### config.mk
export PLATFORM = sky130hd
export DESIGN_NAME = hex_beacon_record_parser_flat
export DESIGN_NICKNAME = d
export VERILOG_FILES = /design/src/design/hbp_pkg.sv /design/src/design/hbp_if.sv /design/src/design/hbp_parse_core.sv /design/src/design/hbp_out_reg.sv /design/src/design/hex_beacon_record_parser.sv /design/src/flat_wrapper.sv
export SDC_FILE = /design/constraint.sdc
export NUM_CORES = 1
export LEC_CHECK = 0
export BUFFER_PORTS_ARGS = -buffer_cell sky130_fd_sc_hd__buf_2
export CAP_MARGIN = 10
export CORE_ASPECT_RATIO = 1.4
export CORE_MARGIN = 2
export CORE_UTILIZATION = 42
export DETAILED_ROUTE_END_ITERATION = 12
export PLACE_DENSITY = 0.63
export SLEW_MARGIN = 10
export SYNTH_ARGS = -nofsm -noshare
export SYNTH_HDL_FRONTEND = slang
export SYNTH_SLANG_ARGS = --single-unit
### constraint.sdc
create_clock -name clk -period 8.5 [get_ports clk]
set_input_delay 0.85 -clock clk [delete_from_list [all_inputs] [get_ports clk]]
set_output_delay 0.85 -clock clk [all_outputs]
set_load 0.005 [all_outputs]
### src/design/hbp_pkg.sv
// Shared types, constants and the hex digit decoder of the beacon record parser.
package hbp_pkg;

    localparam int unsigned CHAR_W  = 8;
    localparam int unsigned ADDR_W  = 48;
    localparam int unsigned LEVEL_W = 8;
    localparam int unsigned WORD_W  = 16;
    localparam int unsigned LINE_W  = 8;
    localparam int unsigned POS_W   = 5;

    // longest line kept before it is dropped up to the next end character
    localparam int unsigned MAX_LINE = 128;

    // record character positions
    localparam logic [POS_W-1:0] POS_ADDR_FIRST = 5'd2;
    localparam logic [POS_W-1:0] POS_ADDR_LAST  = 5'd12;
    localparam logic [POS_W-1:0] POS_LEVEL      = 5'd15;
    localparam logic [POS_W-1:0] POS_TEMP_LO    = 5'd18;
    localparam logic [POS_W-1:0] POS_TEMP_HI    = 5'd20;
    localparam logic [POS_W-1:0] POS_BATT_LO    = 5'd23;
    localparam logic [POS_W-1:0] POS_BATT_HI    = 5'd25;
    localparam logic [POS_W-1:0] POS_SUM_LAST   = 5'd26;
    localparam logic [POS_W-1:0] POS_CHECK      = 5'd28;
    localparam logic [POS_W-1:0] RECORD_LEN     = 5'd29;

    localparam logic [CHAR_W-1:0] HEX_INVALID = 8'h80;

    // configuration register indexes
    localparam int unsigned CFG_IDX_W = 1;
    localparam logic [CFG_IDX_W-1:0] REG_START_CHAR = 1'b0;
    localparam logic [CFG_IDX_W-1:0] REG_END_CHAR   = 1'b1;

    localparam logic [CHAR_W-1:0] START_CHAR_RESET = 8'd42;
    localparam logic [CHAR_W-1:0] END_CHAR_RESET   = 8'd10;

    typedef struct packed {
        logic [ADDR_W-1:0]  device_address;
        logic [LEVEL_W-1:0] signal_level;
        logic [WORD_W-1:0]  temperature_raw;
        logic [WORD_W-1:0]  battery_raw;
    } hbp_rec_t;

    // 0-9, a-f, A-F give 0..15, anything else 0x80
    function automatic logic [CHAR_W-1:0] hex_value(input logic [CHAR_W-1:0] c);
        logic [CHAR_W-1:0] v;
        v = HEX_INVALID;
        if (c >= 8'h30 && c <= 8'h39)
        begin
            v = c - 8'h30;
        end
        else if (c >= 8'h61 && c <= 8'h66)
        begin
            v = c - 8'h57;
        end
        else if (c >= 8'h41 && c <= 8'h46)
        begin
            v = c - 8'h37;
        end
        return v;
    endfunction

endpackage

### src/design/hbp_if.sv
// Channel interfaces of the beacon record parser: character, record and configuration.
interface hbp_char_if;
    import hbp_pkg::*;
    logic              valid;
    logic              ready;
    logic [CHAR_W-1:0] rx_char;
    modport source (output valid, output rx_char, input ready);
    modport sink   (input valid, input rx_char, output ready);
endinterface

interface hbp_rec_if;
    import hbp_pkg::*;
    logic               valid;
    logic               ready;
    logic [ADDR_W-1:0]  device_address;
    logic [LEVEL_W-1:0] signal_level;
    logic [WORD_W-1:0]  temperature_raw;
    logic [WORD_W-1:0]  battery_raw;
    modport source (output valid, output device_address, output signal_level,
                    output temperature_raw, output battery_raw, input ready);
    modport sink   (input valid, input device_address, input signal_level,
                    input temperature_raw, input battery_raw, output ready);
endinterface

interface hbp_cfg_if;
    import hbp_pkg::*;
    logic                 valid;
    logic                 ready;
    logic [CFG_IDX_W-1:0] index;
    logic [CHAR_W-1:0]    data;
    modport source (output valid, output index, output data, input ready);
    modport sink   (input valid, input index, input data, output ready);
endinterface

### src/design/hbp_parse_core.sv
// Input register and line/record state update of the beacon record parser.
module hbp_parse_core
    import hbp_pkg::*;
(
    input  logic              clk,
    input  logic              rst_n,
    input  logic [CHAR_W-1:0] start_char,
    input  logic [CHAR_W-1:0] end_char,
    hbp_char_if.sink          rx,
    input  logic              res_take,
    output logic              res_valid,
    output hbp_rec_t          res_data
);

    typedef struct packed {
        logic               started;
        logic [POS_W-1:0]   pos;
        logic [CHAR_W-1:0]  xor_sum;
        logic [3:0]         high_digit;
        logic [ADDR_W-1:0]  addr;
        logic [LEVEL_W-1:0] level;
        logic [WORD_W-1:0]  temp;
        logic [WORD_W-1:0]  batt;
        logic [CHAR_W-1:0]  check;
    } rec_state_t;

    logic              in_valid_reg;
    logic [CHAR_W-1:0] in_char_reg;
    logic [LINE_W-1:0] len_reg, len_next;
    logic              discard_reg, discard_next;
    rec_state_t        rs_reg, rs_next;
    logic              advance;
    logic              emit;
    logic [CHAR_W-1:0] nyb;
    logic [CHAR_W-1:0] pair;

    assign advance  = in_valid_reg & res_take;
    assign rx.ready = ~in_valid_reg | advance;

    always_ff @(posedge clk or negedge rst_n)
    begin
        if (!rst_n)
        begin
            in_valid_reg <= 1'b0;
            len_reg      <= '0;
            discard_reg  <= 1'b0;
            rs_reg       <= '0;
        end
        else
        begin
            if (rx.ready)
            begin
                in_valid_reg <= rx.valid;
            end
            len_reg     <= len_next;
            discard_reg <= discard_next;
            rs_reg      <= rs_next;
        end
    end

    always_ff @(posedge clk)
    begin
        if (rx.valid && rx.ready)
        begin
            in_char_reg <= rx.rx_char;
        end
    end

    assign nyb = hex_value(in_char_reg);

    always_comb
    begin
        len_next     = len_reg;
        discard_next = discard_reg;
        rs_next      = rs_reg;
        emit         = 1'b0;
        pair         = '0;
        if (advance && in_char_reg != '0)
        begin
            if (discard_reg)
            begin
                if (in_char_reg == end_char)
                begin
                    discard_next = 1'b0;
                    len_next     = '0;
                    rs_next      = '0;
                end
            end
            else if (len_reg >= LINE_W'(MAX_LINE))
            begin
                len_next     = '0;
                rs_next      = '0;
                discard_next = (in_char_reg != end_char);
            end
            else
            begin
                len_next = len_reg + 1'b1;
                if (!rs_next.started && in_char_reg == start_char)
                begin
                    rs_next         = '0;
                    rs_next.started = 1'b1;
                end
                if (rs_next.started && rs_next.pos < RECORD_LEN)
                begin
                    pair = {rs_next.high_digit, 4'b0000} | nyb;
                    if (rs_next.pos <= POS_SUM_LAST)
                    begin
                        rs_next.xor_sum = rs_next.xor_sum ^ in_char_reg;
                    end
                    if (rs_next.pos >= POS_ADDR_FIRST && rs_next.pos <= POS_ADDR_LAST
                        && !rs_next.pos[0])
                    begin
                        rs_next.addr = {rs_next.addr[ADDR_W-CHAR_W-1:0], pair};
                    end
                    else if (rs_next.pos == POS_LEVEL)
                    begin
                        rs_next.level = pair;
                    end
                    else if (rs_next.pos == POS_TEMP_LO)
                    begin
                        rs_next.temp[7:0] = pair;
                    end
                    else if (rs_next.pos == POS_TEMP_HI)
                    begin
                        rs_next.temp[15:8] = pair;
                    end
                    else if (rs_next.pos == POS_BATT_LO)
                    begin
                        rs_next.batt[7:0] = pair;
                    end
                    else if (rs_next.pos == POS_BATT_HI)
                    begin
                        rs_next.batt[15:8] = pair;
                    end
                    else if (rs_next.pos == POS_CHECK)
                    begin
                        rs_next.check = pair;
                    end
                    rs_next.high_digit = nyb[3:0];
                    rs_next.pos        = rs_next.pos + 1'b1;
                end
                if (in_char_reg == end_char)
                begin
                    emit = rs_next.started && rs_next.pos == RECORD_LEN
                           && rs_next.check == rs_next.xor_sum && rs_next.addr != '0;
                end
            end
        end
        res_data.device_address  = rs_next.addr;
        res_data.signal_level    = rs_next.level;
        res_data.temperature_raw = rs_next.temp;
        res_data.battery_raw     = rs_next.batt;
        if (advance && in_char_reg != '0 && !discard_reg
            && !(len_reg >= LINE_W'(MAX_LINE)) && in_char_reg == end_char)
        begin
            len_next = '0;
            rs_next  = '0;
        end
    end

    assign res_valid = emit;

endmodule

### src/design/hbp_out_reg.sv
// Output register of the beacon record parser.
module hbp_out_reg
    import hbp_pkg::*;
(
    input  logic      clk,
    input  logic      rst_n,
    input  logic      res_valid,
    input  hbp_rec_t  res_data,
    output logic      res_take,
    hbp_rec_if.source rec
);

    logic     out_valid_reg;
    hbp_rec_t out_data_reg;

    // free, or the held word leaves this cycle
    assign res_take = ~out_valid_reg | rec.ready;

    always_ff @(posedge clk or negedge rst_n)
    begin
        if (!rst_n)
        begin
            out_valid_reg <= 1'b0;
        end
        else if (res_take)
        begin
            out_valid_reg <= res_valid;
        end
    end

    always_ff @(posedge clk)
    begin
        if (res_take && res_valid)
        begin
            out_data_reg <= res_data;
        end
    end

    assign rec.valid           = out_valid_reg;
    assign rec.device_address  = out_data_reg.device_address;
    assign rec.signal_level    = out_data_reg.signal_level;
    assign rec.temperature_raw = out_data_reg.temperature_raw;
    assign rec.battery_raw     = out_data_reg.battery_raw;

endmodule

### src/design/hex_beacon_record_parser.sv
// Top level of the hex beacon record parser: configuration registers, core and output register.
//
// Takes one received character per cycle on rx and gives one decoded beacon record on rec
// for each line that closes with end_char and holds a complete 29-character record starting
// at the first start_char, whose XOR checksum matches and whose address is nonzero. Zero
// bytes are dropped; a line of more than 128 characters is thrown away up to the next end
// character. Each character is held in the input register until the output register can take
// a result, and is then folded into the line state at the edge that also loads a finished
// record into the output register, from which the record word is offered on rec.
// Throughput is one character per cycle, sustained for as long as rec is drained;
// rx.ready falls only while a finished record waits in the output register and the core has
// another character ready to process. start_char and end_char are written through cfg,
// which is always ready, and must only be changed while no characters are in flight.
module hex_beacon_record_parser
    import hbp_pkg::*;
(
    input  logic      clk,
    input  logic      rst_n,
    hbp_cfg_if.sink   cfg,
    hbp_char_if.sink  rx,
    hbp_rec_if.source rec
);

    logic [CHAR_W-1:0] start_char_reg;
    logic [CHAR_W-1:0] end_char_reg;
    logic              res_valid;
    logic              res_take;
    hbp_rec_t          res_data;

    // configuration writes always land at once
    assign cfg.ready = 1'b1;

    always_ff @(posedge clk or negedge rst_n)
    begin
        if (!rst_n)
        begin
            start_char_reg <= START_CHAR_RESET;
            end_char_reg   <= END_CHAR_RESET;
        end
        else if (cfg.valid)
        begin
            case (cfg.index)
                REG_START_CHAR: start_char_reg <= cfg.data;
                REG_END_CHAR:   end_char_reg   <= cfg.data;
                default:        ;
            endcase
        end
    end

    // line assembly, record field decode and checksum
    hbp_parse_core u_core (
        .clk        (clk),
        .rst_n      (rst_n),
        .start_char (start_char_reg),
        .end_char   (end_char_reg),
        .rx         (rx),
        .res_take   (res_take),
        .res_valid  (res_valid),
        .res_data   (res_data)
    );

    // holds one finished record word while the sink stalls
    hbp_out_reg u_out (
        .clk       (clk),
        .rst_n     (rst_n),
        .res_valid (res_valid),
        .res_data  (res_data),
        .res_take  (res_take),
        .rec       (rec)
    );

    // a record with a zero address is never delivered
    a_addr_nonzero: assert property (@(posedge clk) disable iff (!rst_n)
        rec.valid |-> rec.device_address != '0)
        else $error("record with zero address on rec");

    // the core never offers a record the output register cannot take
    a_no_lost_record: assert property (@(posedge clk) disable iff (!rst_n)
        res_valid |-> res_take)
        else $error("record offered while output register full");

    // input back-pressure only comes from a stalled output word
    a_stall_cause: assert property (@(posedge clk) disable iff (!rst_n)
        !rx.ready |-> (rec.valid && !rec.ready))
        else $error("rx stalled without output back-pressure");

endmodule

### src/flat_wrapper.sv
// flat-port wrapper written by rule: the top's interface ports become plain ports
module hex_beacon_record_parser_flat import hbp_pkg::*;
  (clk, rst_n, cfg_valid, cfg_index, cfg_data, cfg_ready, rx_valid, rx_rx_char, rx_ready, rec_valid, rec_device_address, rec_signal_level, rec_temperature_raw, rec_battery_raw, rec_ready);
  hbp_cfg_if cfg_i ();
  hbp_char_if rx_i ();
  hbp_rec_if rec_i ();
  input  logic clk;
  input  logic rst_n;
  input wire logic [$bits(cfg_i.valid)-1:0] cfg_valid;
  input wire logic [$bits(cfg_i.index)-1:0] cfg_index;
  input wire logic [$bits(cfg_i.data)-1:0] cfg_data;
  output wire logic [$bits(cfg_i.ready)-1:0] cfg_ready;
  input wire logic [$bits(rx_i.valid)-1:0] rx_valid;
  input wire logic [$bits(rx_i.rx_char)-1:0] rx_rx_char;
  output wire logic [$bits(rx_i.ready)-1:0] rx_ready;
  output wire logic [$bits(rec_i.valid)-1:0] rec_valid;
  output wire logic [$bits(rec_i.device_address)-1:0] rec_device_address;
  output wire logic [$bits(rec_i.signal_level)-1:0] rec_signal_level;
  output wire logic [$bits(rec_i.temperature_raw)-1:0] rec_temperature_raw;
  output wire logic [$bits(rec_i.battery_raw)-1:0] rec_battery_raw;
  input wire logic [$bits(rec_i.ready)-1:0] rec_ready;
  assign cfg_i.valid = cfg_valid;
  assign cfg_i.index = cfg_index;
  assign cfg_i.data = cfg_data;
  assign cfg_ready = cfg_i.ready;
  assign rx_i.valid = rx_valid;
  assign rx_i.rx_char = rx_rx_char;
  assign rx_ready = rx_i.ready;
  assign rec_valid = rec_i.valid;
  assign rec_device_address = rec_i.device_address;
  assign rec_signal_level = rec_i.signal_level;
  assign rec_temperature_raw = rec_i.temperature_raw;
  assign rec_battery_raw = rec_i.battery_raw;
  assign rec_i.ready = rec_ready;
  hex_beacon_record_parser u_core (.clk(clk), .rst_n(rst_n), .cfg(cfg_i), .rx(rx_i), .rec(rec_i));
endmodule
* Word level (Yosys, flattened, before mapping)
Cells that the tools add are included.
Storage, ports and cells: output and inout port bits 91, input bits 22, register bits after elaboration 237
Cells by class: magnitude comparators 11, reduce and logical (&&, ||, !) cells 26, equality and inequality tests 12, muxes and demuxes 44, $add $sub $neg 5, bitwise operators 8
Operators with widths (count):
- 114-bit 2-to-1 mux | 9
- 113-bit 2-to-1 mux | 4
- 8-bit 2-to-1 mux | 19
- 48-bit 2-to-1 mux | 2
- 24-bit 2-to-1 mux | 2
- 48-bit nonzero test | 1
- 40-bit 2-to-1 mux | 1
- 5-bit == test, second input constant | 6
- 8-bit == test | 3
- 8-bit by 7-bit greater-or-equal comparator with 1-bit output, second input constant | 2
- 8-bit by 7-bit <= comparator with 1-bit output, second input constant | 2
- 1-bit logical AND | 16
- 8-bit by 6-bit subtractor with 8-bit output, second input constant | 2
- 8-bit by 1-bit adder with 8-bit output, second input constant | 1
- 8-bit by 6-bit greater-or-equal comparator with 1-bit output, second input constant | 1
- 8-bit greater-or-equal comparator, second input constant | 1
- 8-bit by 6-bit <= comparator with 1-bit output, second input constant | 1
- 8-bit != test | 1
- 8-bit OR | 1
- 8-bit nonzero test | 1
- 8-bit by 7-bit subtractor with 8-bit output, second input constant | 1
- 8-bit XOR | 1
- 1-bit 2-to-1 mux | 7
- 2-bit AND reduction | 3
- 12 further kinds | 18

* Depth between registers and ports, before layout
Gate-level depths: netlist of run 1.
depth after elaboration 27, mapped depth 21, mapped depth without buffers 16

* Hierarchy
A second synthesis of run 1 with hierarchy kept.
Unflattened totals: cell total of the unflattened synthesis 914, area, all modules 10810.4 µm²
Modules (own cells, without submodules):
- hbp_parse_core | area each 7454.6 µm², times used 1, cells an instance 785
- hbp_out_reg | area each 2696.3 µm², times used 1, cells an instance 92
- hex_beacon_record_parser | area each 659.4 µm², times used 1, cells an instance 37

* Least setup slack after synthesis of run 1
Ideal clock, no wire load.
path kind flip-flop to flip-flop, start point register u_core.u_core.in_char_reg[5], end point register u_core.u_out.out_data_reg (netlist bit u_core.u_out.rec.battery_raw[0]) (enable), clock period less this slack 9.156 ns, cell stages (with the launch flop) 22, data arrival time 8.572 ns, data required time 7.917 ns, slack -0.656 ns, buffers on the path 5, cell sequence edfxtp_1 buf_4 xnor2_1 nand4_1 or3_1 buf_2 buf_4 nand2_1 inv_1 ha_1 nor3b_1 ha_1 nand3b_1 or4_1 clkbuf_1 buf_4 nand2_1 a21oi_1 a31oi_1 xor2_1 nand4_1 nor4_2
On the way: cells in the longest elaborated chain, start to end 26, elaborated cells between the ends (all ways) 65
Ends and longest elaborated chain:
- start: declaration | line hbp_parse_core.sv:28 | logic [CHAR_W-1:0] in_char_reg;
- start signal: assignment | line hbp_parse_core.sv:65 | in_char_reg <= rx.rx_char;
- branches (longest 24 deep; another with 8-bit by 7-bit greater-or-equal comparator with 1-bit output)
- 1-bit 2-to-1 mux * | line hbp_parse_core.sv:78 | if (advance && in_char_reg != '0)
- 1-bit logical AND * | line hbp_out_reg.sv:33 | if (res_take && res_valid)
- end signal: assignment | line hbp_out_reg.sv:35 | out_data_reg <= res_data;
- end: declaration | line hbp_out_reg.sv:14 | hbp_rec_t out_data_reg;
Mark *: on every way between the ends. The select of a mux whose other input is x is not followed. A chain may end at the register's enable or synchronous reset.

* Final worst setup path of run 1
start point register u_core.u_core.in_char_reg[2], end point register u_core.u_out.out_data_reg (netlist bit u_core.u_out.rec.device_address[18]) (enable)
The elaborated chain is that of the path after synthesis.

==> impl_metrics.tcl, run 1 <==
set metrics [dict create \
    outcome "complete, no violations" \
    critPathKind "reg2reg" \
    design_area_sq_um 12400 \
    htree_levels 1 \
    yosysTopAreaCellShare 0.312 \
    dieArea_sq_um 27300 \
    cts_buffers 23 \
    skew_ns 0.0217 \
    synth-edff-count 96 \
    seq_area_frac_synth 0.588 \
    dp_slack_ns 2.62 \
    fin_cells 1325 \
    largest_register_ffs 114 \
    worstPathArrival_ns 6.10 \
    core_area_sq_um 25500 \
    netlist_instances 903 \
    fin_crit_ns 5.97 \
    synth.ff_latch_count 237 \
    route.detailed.drc 0 \
    rows 69 \
    net-switching-power_uw 614 \
    placed_cells 1284 \
    hold_ws_ns 0.335 \
    worst_pin_slew_ns 1.13 \
    synth_area_sq_um 10900 \
    grt_util_all_layers 0.200 \
    synthArstFlopShare 0.595 \
    start_util 0.429 \
    cp_max_fo 55 \
    wire_per_inst_microns 20.7 \
    irDropWorstVdd_mv 0.136 \
    yosysTopAreaCell "dfrtp_1" \
    cp-start-kind "flop" \
    synth_area_leaders "dfrtp_1 31%, edfxtp_1 26%, a22o_1 8.0%, and2_1 5.4%, nand2_1 2.2%" \
    hpwl_microns 18700 \
    cp_slowest_cell "edfxtp_1" \
    finalCritPeriodShare 0.702 \
    final_nets 1028 \
    overflow 0 \
    setup_viol 0 \
    drt_iter0_drc 532 \
    drive_above_1_share 0.202 \
    die_w_microns 140 \
    cp-end-kind "flop" \
    grt_pass1_vias 7602 \
    cts_tree "done" \
    drt-pass1-iter-count 5 \
    sequentialPowerShare 0.507 \
    synthToLayoutAreaGrowth_pct 13.9 \
    synth_nets 941 \
    cp_cell_sequence "xnor2_1 > nand4_1 > or3_1 > nand2_1 > inv_1 > ha_1 > nor3b_1 > ha_1 > nand3b_1 > or4_1 > a311o_1 > a31oi_1 > o21ai_0 > nand2_1 > nand4_1 > nor4_4 > buf_4" \
    power.density_nw_per_um2 202 \
    layout_setup_ws_ns 2.53 \
    io_buffer_count 111 \
    leakage_nw 5.04 \
    finalPower_mw 2.51 \
    clock_power_share 0.400 \
    p_int_mw 1.90 \
    post_cts_buffers 0 \
    swShare 0.244 \
    clkTransAtPathRegs_ns 0.07 \
    avgSynthCellArea_sq_um 12.1 \
    vias_per_cell 5.81 \
    totalWireLength_microns 27500 \
    dpl-instance-area_sq_um 11700 \
    ctsHoldBuffers 0 \
    ctsRootBufferMaster "clkbuf_16" \
    setup_tns_ns 0 \
    antenna_left 0 \
    cts_resized 0 \
    maxCapViolations 0 \
    cts.sinks 237 \
    antenna_found_initial 0 \
    clock_latency_ns 0.51 \
    grt_max_degree 90 \
    clockBufferDepth 3 \
    slew_headroom 0.246 \
    ios 113 \
    fmax_ghz 0.168 \
    yosysUniqueCellTypes 85 \
    rsz0062_at_grt "no" \
    final_util 0.488 \
    fillers 2282 \
    die_h_microns 195 \
    synthFlopType "dfrtp_1" \
    place_congestion 0.910 \
    hold_class "in2async" \
    n_antenna_cell 0 \
    power_frac_comb 0.092 \
    drv_slew 0 \
    synth-warning-count 0 \
    num_vias 7693 \
    finalHoldViolations 0 \
    grt_pass1_wl_microns 43600 \
    cpPeakStageDelay_ns 0.79 \
    cp.required_ns 8.63 \
]
[placed cells by master, fill, tap and decap left out, types with 7 or more instances in the layout]
cell / instances
a22o_1: 100
clkbuf_16: 24
nor2_1: 22
a31oi_1: 9
o21ai_0: 37
ha_1: 16
a32o_1: 9
mux2_2: 17
buf_2: 110
xor2_1: 11
and3_1: 7
nor2b_1: 7
a21oi_1: 18
nor4_1: 19
and2_1: 94
nand2_1: 65
xnor2_1: 10
dfrtp_1: 136
inv_1: 16
nand4_1: 8
nand3_1: 20
buf_4: 9
edfxtp_1: 96
[layout make-up]
class	instances	area, sq um	share of cell area
clock buffer	34	678	0.0545
clock inverter	7	67.6	0.00543
sequential	237	6420	0.516
multi-input combinational	592	4180	0.336
tap	319	399	0.0321
inverter	16	60.1	0.00483
timing repair buffer	120	629	0.0506
[worst paths after layout]
path	from	to	slack (ns)	cells past startpoint
worst max register to register	u_core.u_core.in_char_reg[2]	u_core.u_out.rec.device_address[18]	2.53	17
max in group asynchronous	rst_n	u_core.u_core.rs_reg[3]	6.74	2
worst min-delay path	rst_n	u_core.u_core.rs_reg[78]	0.33	1
worst max-delay path	u_core.u_core.in_char_reg[2]	u_core.u_out.rec.device_address[18]	2.53	17
min in group clk	u_core.u_core.rs_reg[7]	u_core.u_core.rs_reg[7]	0.50	2
worst min register to register	u_core.u_core.rs_reg[7]	u_core.u_core.rs_reg[7]	0.50	2
[worst max-delay path, delay by kind of cell, from the launching register on]
kind | cells | cell delay (ns)
simple gates | 9 | 2.65
fa+ha+maj | 2 | 0.49
buf+inv | 2 | 0.67
xor+xnor | 1 | 0.19
compound gates | 3 | 0.73
flops | 1 | 0.79
[cells in the mapped netlist (17+ instances only)]
master and n:
a21oi_1 18, a22o_1 100, and2_1 94, clkbuf_1 35, dfrtp_1 136, edfxtp_1 96
mux2_2 17, nand2_1 65, nand3_1 20, nor2_1 23, nor4_1 19, o21ai_0 37
[power groups by stage]
stage	clock network (mW)	registers (mW)	logic, mW
3_3_place_gp	0	1.29	0.230
2_1_floorplan	0	1.27	0.175
6_report	1.01	1.27	0.232
5_1_grt	1.08	1.28	0.257
3_5_place_dp	0	1.30	0.231
4_1_cts	1.03	1.27	0.232
[cells by family after synthesis]
kind of cell / after synthesis / share of synthesized area
AOI/OAI and AO/OA: 244 / 0.175
xor gates and xnor gates: 21 / 0.0168
adders and majority gates: 16 / 0.0183
buffers and inverters: 74 / 0.0308
DFF: 237 / 0.588
muxes: 20 / 0.0203
other: 1 / 0.000343
and+or+nand+nor: 290 / 0.151
[per-layer routing]
layer / up-vias / track usage / wire [microns]
li1: 3560 / - / -
met1: 3828 / 0.259 / 11300
met2: 261 / 0.352 / 14100
met3: 44 / 0.0244 / 1400
met4: 0 / 0.0625 / 701
met5: - / 0 / 0
Power figures use the tool's default switching activity.
==> run 2: changes to the inputs <==
--- a/config.mk
+++ b/config.mk
@@ -5,13 +5,14 @@
 export SDC_FILE = /design/constraint.sdc
 export NUM_CORES = 1
 export LEC_CHECK = 0
+export ABC_AREA = 1
 export BUFFER_PORTS_ARGS = -buffer_cell sky130_fd_sc_hd__buf_2
 export CAP_MARGIN = 10
 export CORE_ASPECT_RATIO = 1.4
 export CORE_MARGIN = 2
 export CORE_UTILIZATION = 42
 export DETAILED_ROUTE_END_ITERATION = 12
-export PLACE_DENSITY = 0.63
+export PLACE_DENSITY = 0.61
 export SLEW_MARGIN = 10
 export SYNTH_ARGS = -nofsm -noshare
 export SYNTH_HDL_FRONTEND = slang
==> constraint.sdc (replaced) <==
create_clock -name clk -period 5.8 [get_ports clk]
set_input_delay 0.58 -clock clk [delete_from_list [all_inputs] [get_ports clk]]
set_output_delay 0.58 -clock clk [all_outputs]
set_load 0.005 [all_outputs]
==> run 2 against run 1 <==
Against the previous run:
- design area up 12%
- highest routed layer unchanged
- critical path type unchanged
- clock power grew 50%
- largest power group unchanged
- cell count is 50% higher
- utilization fell by 1.0 points
- routed wire length up 16%
- fmax is 23% higher
- via count grew 30%
- critical endpoint is now u_core.u_out.rec.device_address[41]
==> impl_metrics.tcl, run 2 <==
set metrics [dict create \
    maxCapViolations 0 \
    hold_class "in2async" \
    power.density_nw_per_um2 399 \
    synthFlopType "dfrtp_1" \
    synth_top_family_by_area "simple AND/OR/NAND/NOR gates" \
    synth_nets 1549 \
    wire_per_inst_microns 16.0 \
    antenna_found_initial 0 \
    clockBufferDepth 3 \
    worstPathArrival_ns 5.01 \
    fin_crit_ns 4.85 \
    met1_length_microns 13100 \
    final_nets 1627 \
    drv_slew 0 \
    synth_area_leaders "dfrtp_1 27%, edfxtp_1 23%, nand2_1 12%, inv_1 7.7%, nor2_1 4.3%" \
    slew_headroom 0.220 \
    overflow 0 \
    worst_pin_slew_ns 1.17 \
    fillers 2891 \
    drive_above_1_share 0.142 \
    final_util 0.478 \
    synth.ff_latch_count 237 \
    cp-end-kind "flop" \
    critPathKind "reg2reg" \
    netlist_instances 1511 \
    cp-start-kind "flop" \
    clkTransAtPathRegs_ns 0.06 \
    antenna_left 0 \
    synth_area_sq_um 12400 \
    num_vias 10013 \
    synth-simple-area-share 0.214 \
    final_cell_mix "404 x nand2_1, 254 x inv_1, 141 x nor2_1, 136 x dfrtp_1, 110 x buf_2" \
    place_congestion 0.906 \
    post_cts_buffers 0 \
    route.met3.wl_microns 1480 \
    synth-xor-area-share 0.0177 \
    cts_resized 0 \
    ios 113 \
    grt_util_all_layers 0.208 \
    htree_levels 1 \
    finalPower_mw 5.56 \
    irDropWorstVdd_mv 0.205 \
    die_h_microns 207 \
    grt_max_degree 95 \
    largest_register_ffs 114 \
    ctsHoldBuffers 0 \
    vias_per_cell 5.04 \
    setup_viol 0 \
    io_buffer_count 111 \
    synth-edff-count 96 \
    rsz0062_at_grt "no" \
    synthToLayoutAreaGrowth_pct 12.4 \
    synth-warning-count 0 \
    cp_max_fo 53 \
    synth_common_cells "405 x nand2_1, 255 x inv_1, 142 x nor2_1" \
    skew_ns 0.0360 \
    avgSynthCellArea_sq_um 8.20 \
    rows 74 \
    dieArea_sq_um 30900 \
    hpwl_microns 21500 \
    die_w_microns 149 \
    cp.required_ns 5.96 \
    top_layer_used "met4" \
    wl_met2_microns 16100 \
    outcome "complete, no violations" \
    synth_mux_area_frac 0 \
    seq_area_frac_synth 0.518 \
    start_util 0.425 \
    finalCritPeriodShare 0.837 \
    drt-pass1-iter-count 5 \
    clock_latency_ns 0.55 \
    grt_pass1_wl_microns 51300 \
    core_area_sq_um 29200 \
    cts_tree "done" \
    synthArstFlopShare 0.595 \
    cts.sinks 237 \
    yosysTopAreaCell "dfrtp_1" \
    cts_buffers 24 \
    totalWireLength_microns 31900 \
    yosys.cell_count.top_type "nand2_1" \
    drt_iter0_drc 665 \
    finalHoldViolations 0 \
    n_antenna_cell 0 \
    yosysUniqueCellTypes 52 \
    fmax_ghz 0.206 \
    synth_fa_ha_area_frac 0.0161 \
    leakage_nw 7.34 \
    final_common_cell "nand2_1" \
    route.detailed.drc 0 \
    yosysTopAreaCellShare 0.275 \
    ctsRootBufferMaster "clkbuf_16" \
    synth_compound_area_frac 0.119 \
    grt_pass1_vias 9779 \
    setup_tns_ns 0 \
]
## run 2: power breakdown
part | switching (mW) | internal, mW
registers | 0.177 | 2.13
clock network | 0.687 | 0.831
logic | 1.14 | 0.598
total | 2.01 | 3.56
## run 2: area by class of cell
cell class / count / area [sq um] / share of cell area
repair buffers: 125 / 679 / 0.0488
flip-flops and latches: 237 / 6420 / 0.460
clock buffers: 29 / 629 / 0.0452
multi-input cells: 929 / 4580 / 0.328
well taps: 380 / 475 / 0.0341
inverters: 272 / 1030 / 0.0736
clock inverters: 15 / 133 / 0.00952
## run 2: metal layers
metal  vias to the layer above  GRT usage
met1                      4739      0.266
li1                       4939          -
met4                         0     0.0874
met3                        66     0.0262
met2                       269      0.355
met5                         -          0
## run 2: final timing paths
kind,from,endpoint,slack [ns],cells after the start
setup reg to reg,u_core.u_core.in_char_reg[6],u_core.u_out.rec.device_address[41],0.95,19
min in group clk,rx_rx_char[1],u_core.u_core.in_char_reg[1],0.20,1
hold reg to reg,u_core.u_core.len_reg[6],u_core.u_core.len_reg[6],0.46,1
hold / removal,rst_n,u_core.u_core.rs_reg[39],0.05,1
max in group asynchronous,rst_n,u_core.u_core.rs_reg[67],4.36,2
setup / recovery,u_core.u_core.in_char_reg[6],u_core.u_out.rec.device_address[41],0.95,19
## run 2: cells by family (layout without fill, tap and decap cells)
logic type               count (synthesis)  count (layout)
flip-flops                             237             237
other                                    1               1
AO/OA/AOI/OAI                          242             242
AND/OR/NAND/NOR                        645             645
XOR/XNOR                                25              25
buffers and inverters                  345             441
adder cells (fa/ha/maj)                 16              16
## run 2: critical path, cell delays in order (launching register included)
cell and delay (ns):
edfxtp_1 0.57, xnor2_1 0.22, nand2_1 0.08, nor2_2 0.24, nand3_4 0.39, buf_4 0.43
nand3b_2 0.14, nor2_1 0.07, nor2_4 0.47, nand2_4 0.43, o21ai_0 0.34, inv_1 0.07
nand2_1 0.06, nor2_1 0.05, nand2_1 0.05, nor2_1 0.04, nand3_1 0.10, nand2_1 0.10
clkinv_2 0.06, buf_4 0.51
## run 2: through the flow
step	hold slack, ns	cell area [sq um]	worst slack, ns	cells
after floorplan	0.284	12400	0.605	1511
after global placement	0.440	13200	0.990	1943
after detailed placement	0.451	13200	0.922	1943
after CTS	0.0929	13900	0.903	1987
after global routing	0.123	13900	0.526	1987
final	0.0507	13900	0.946	1987
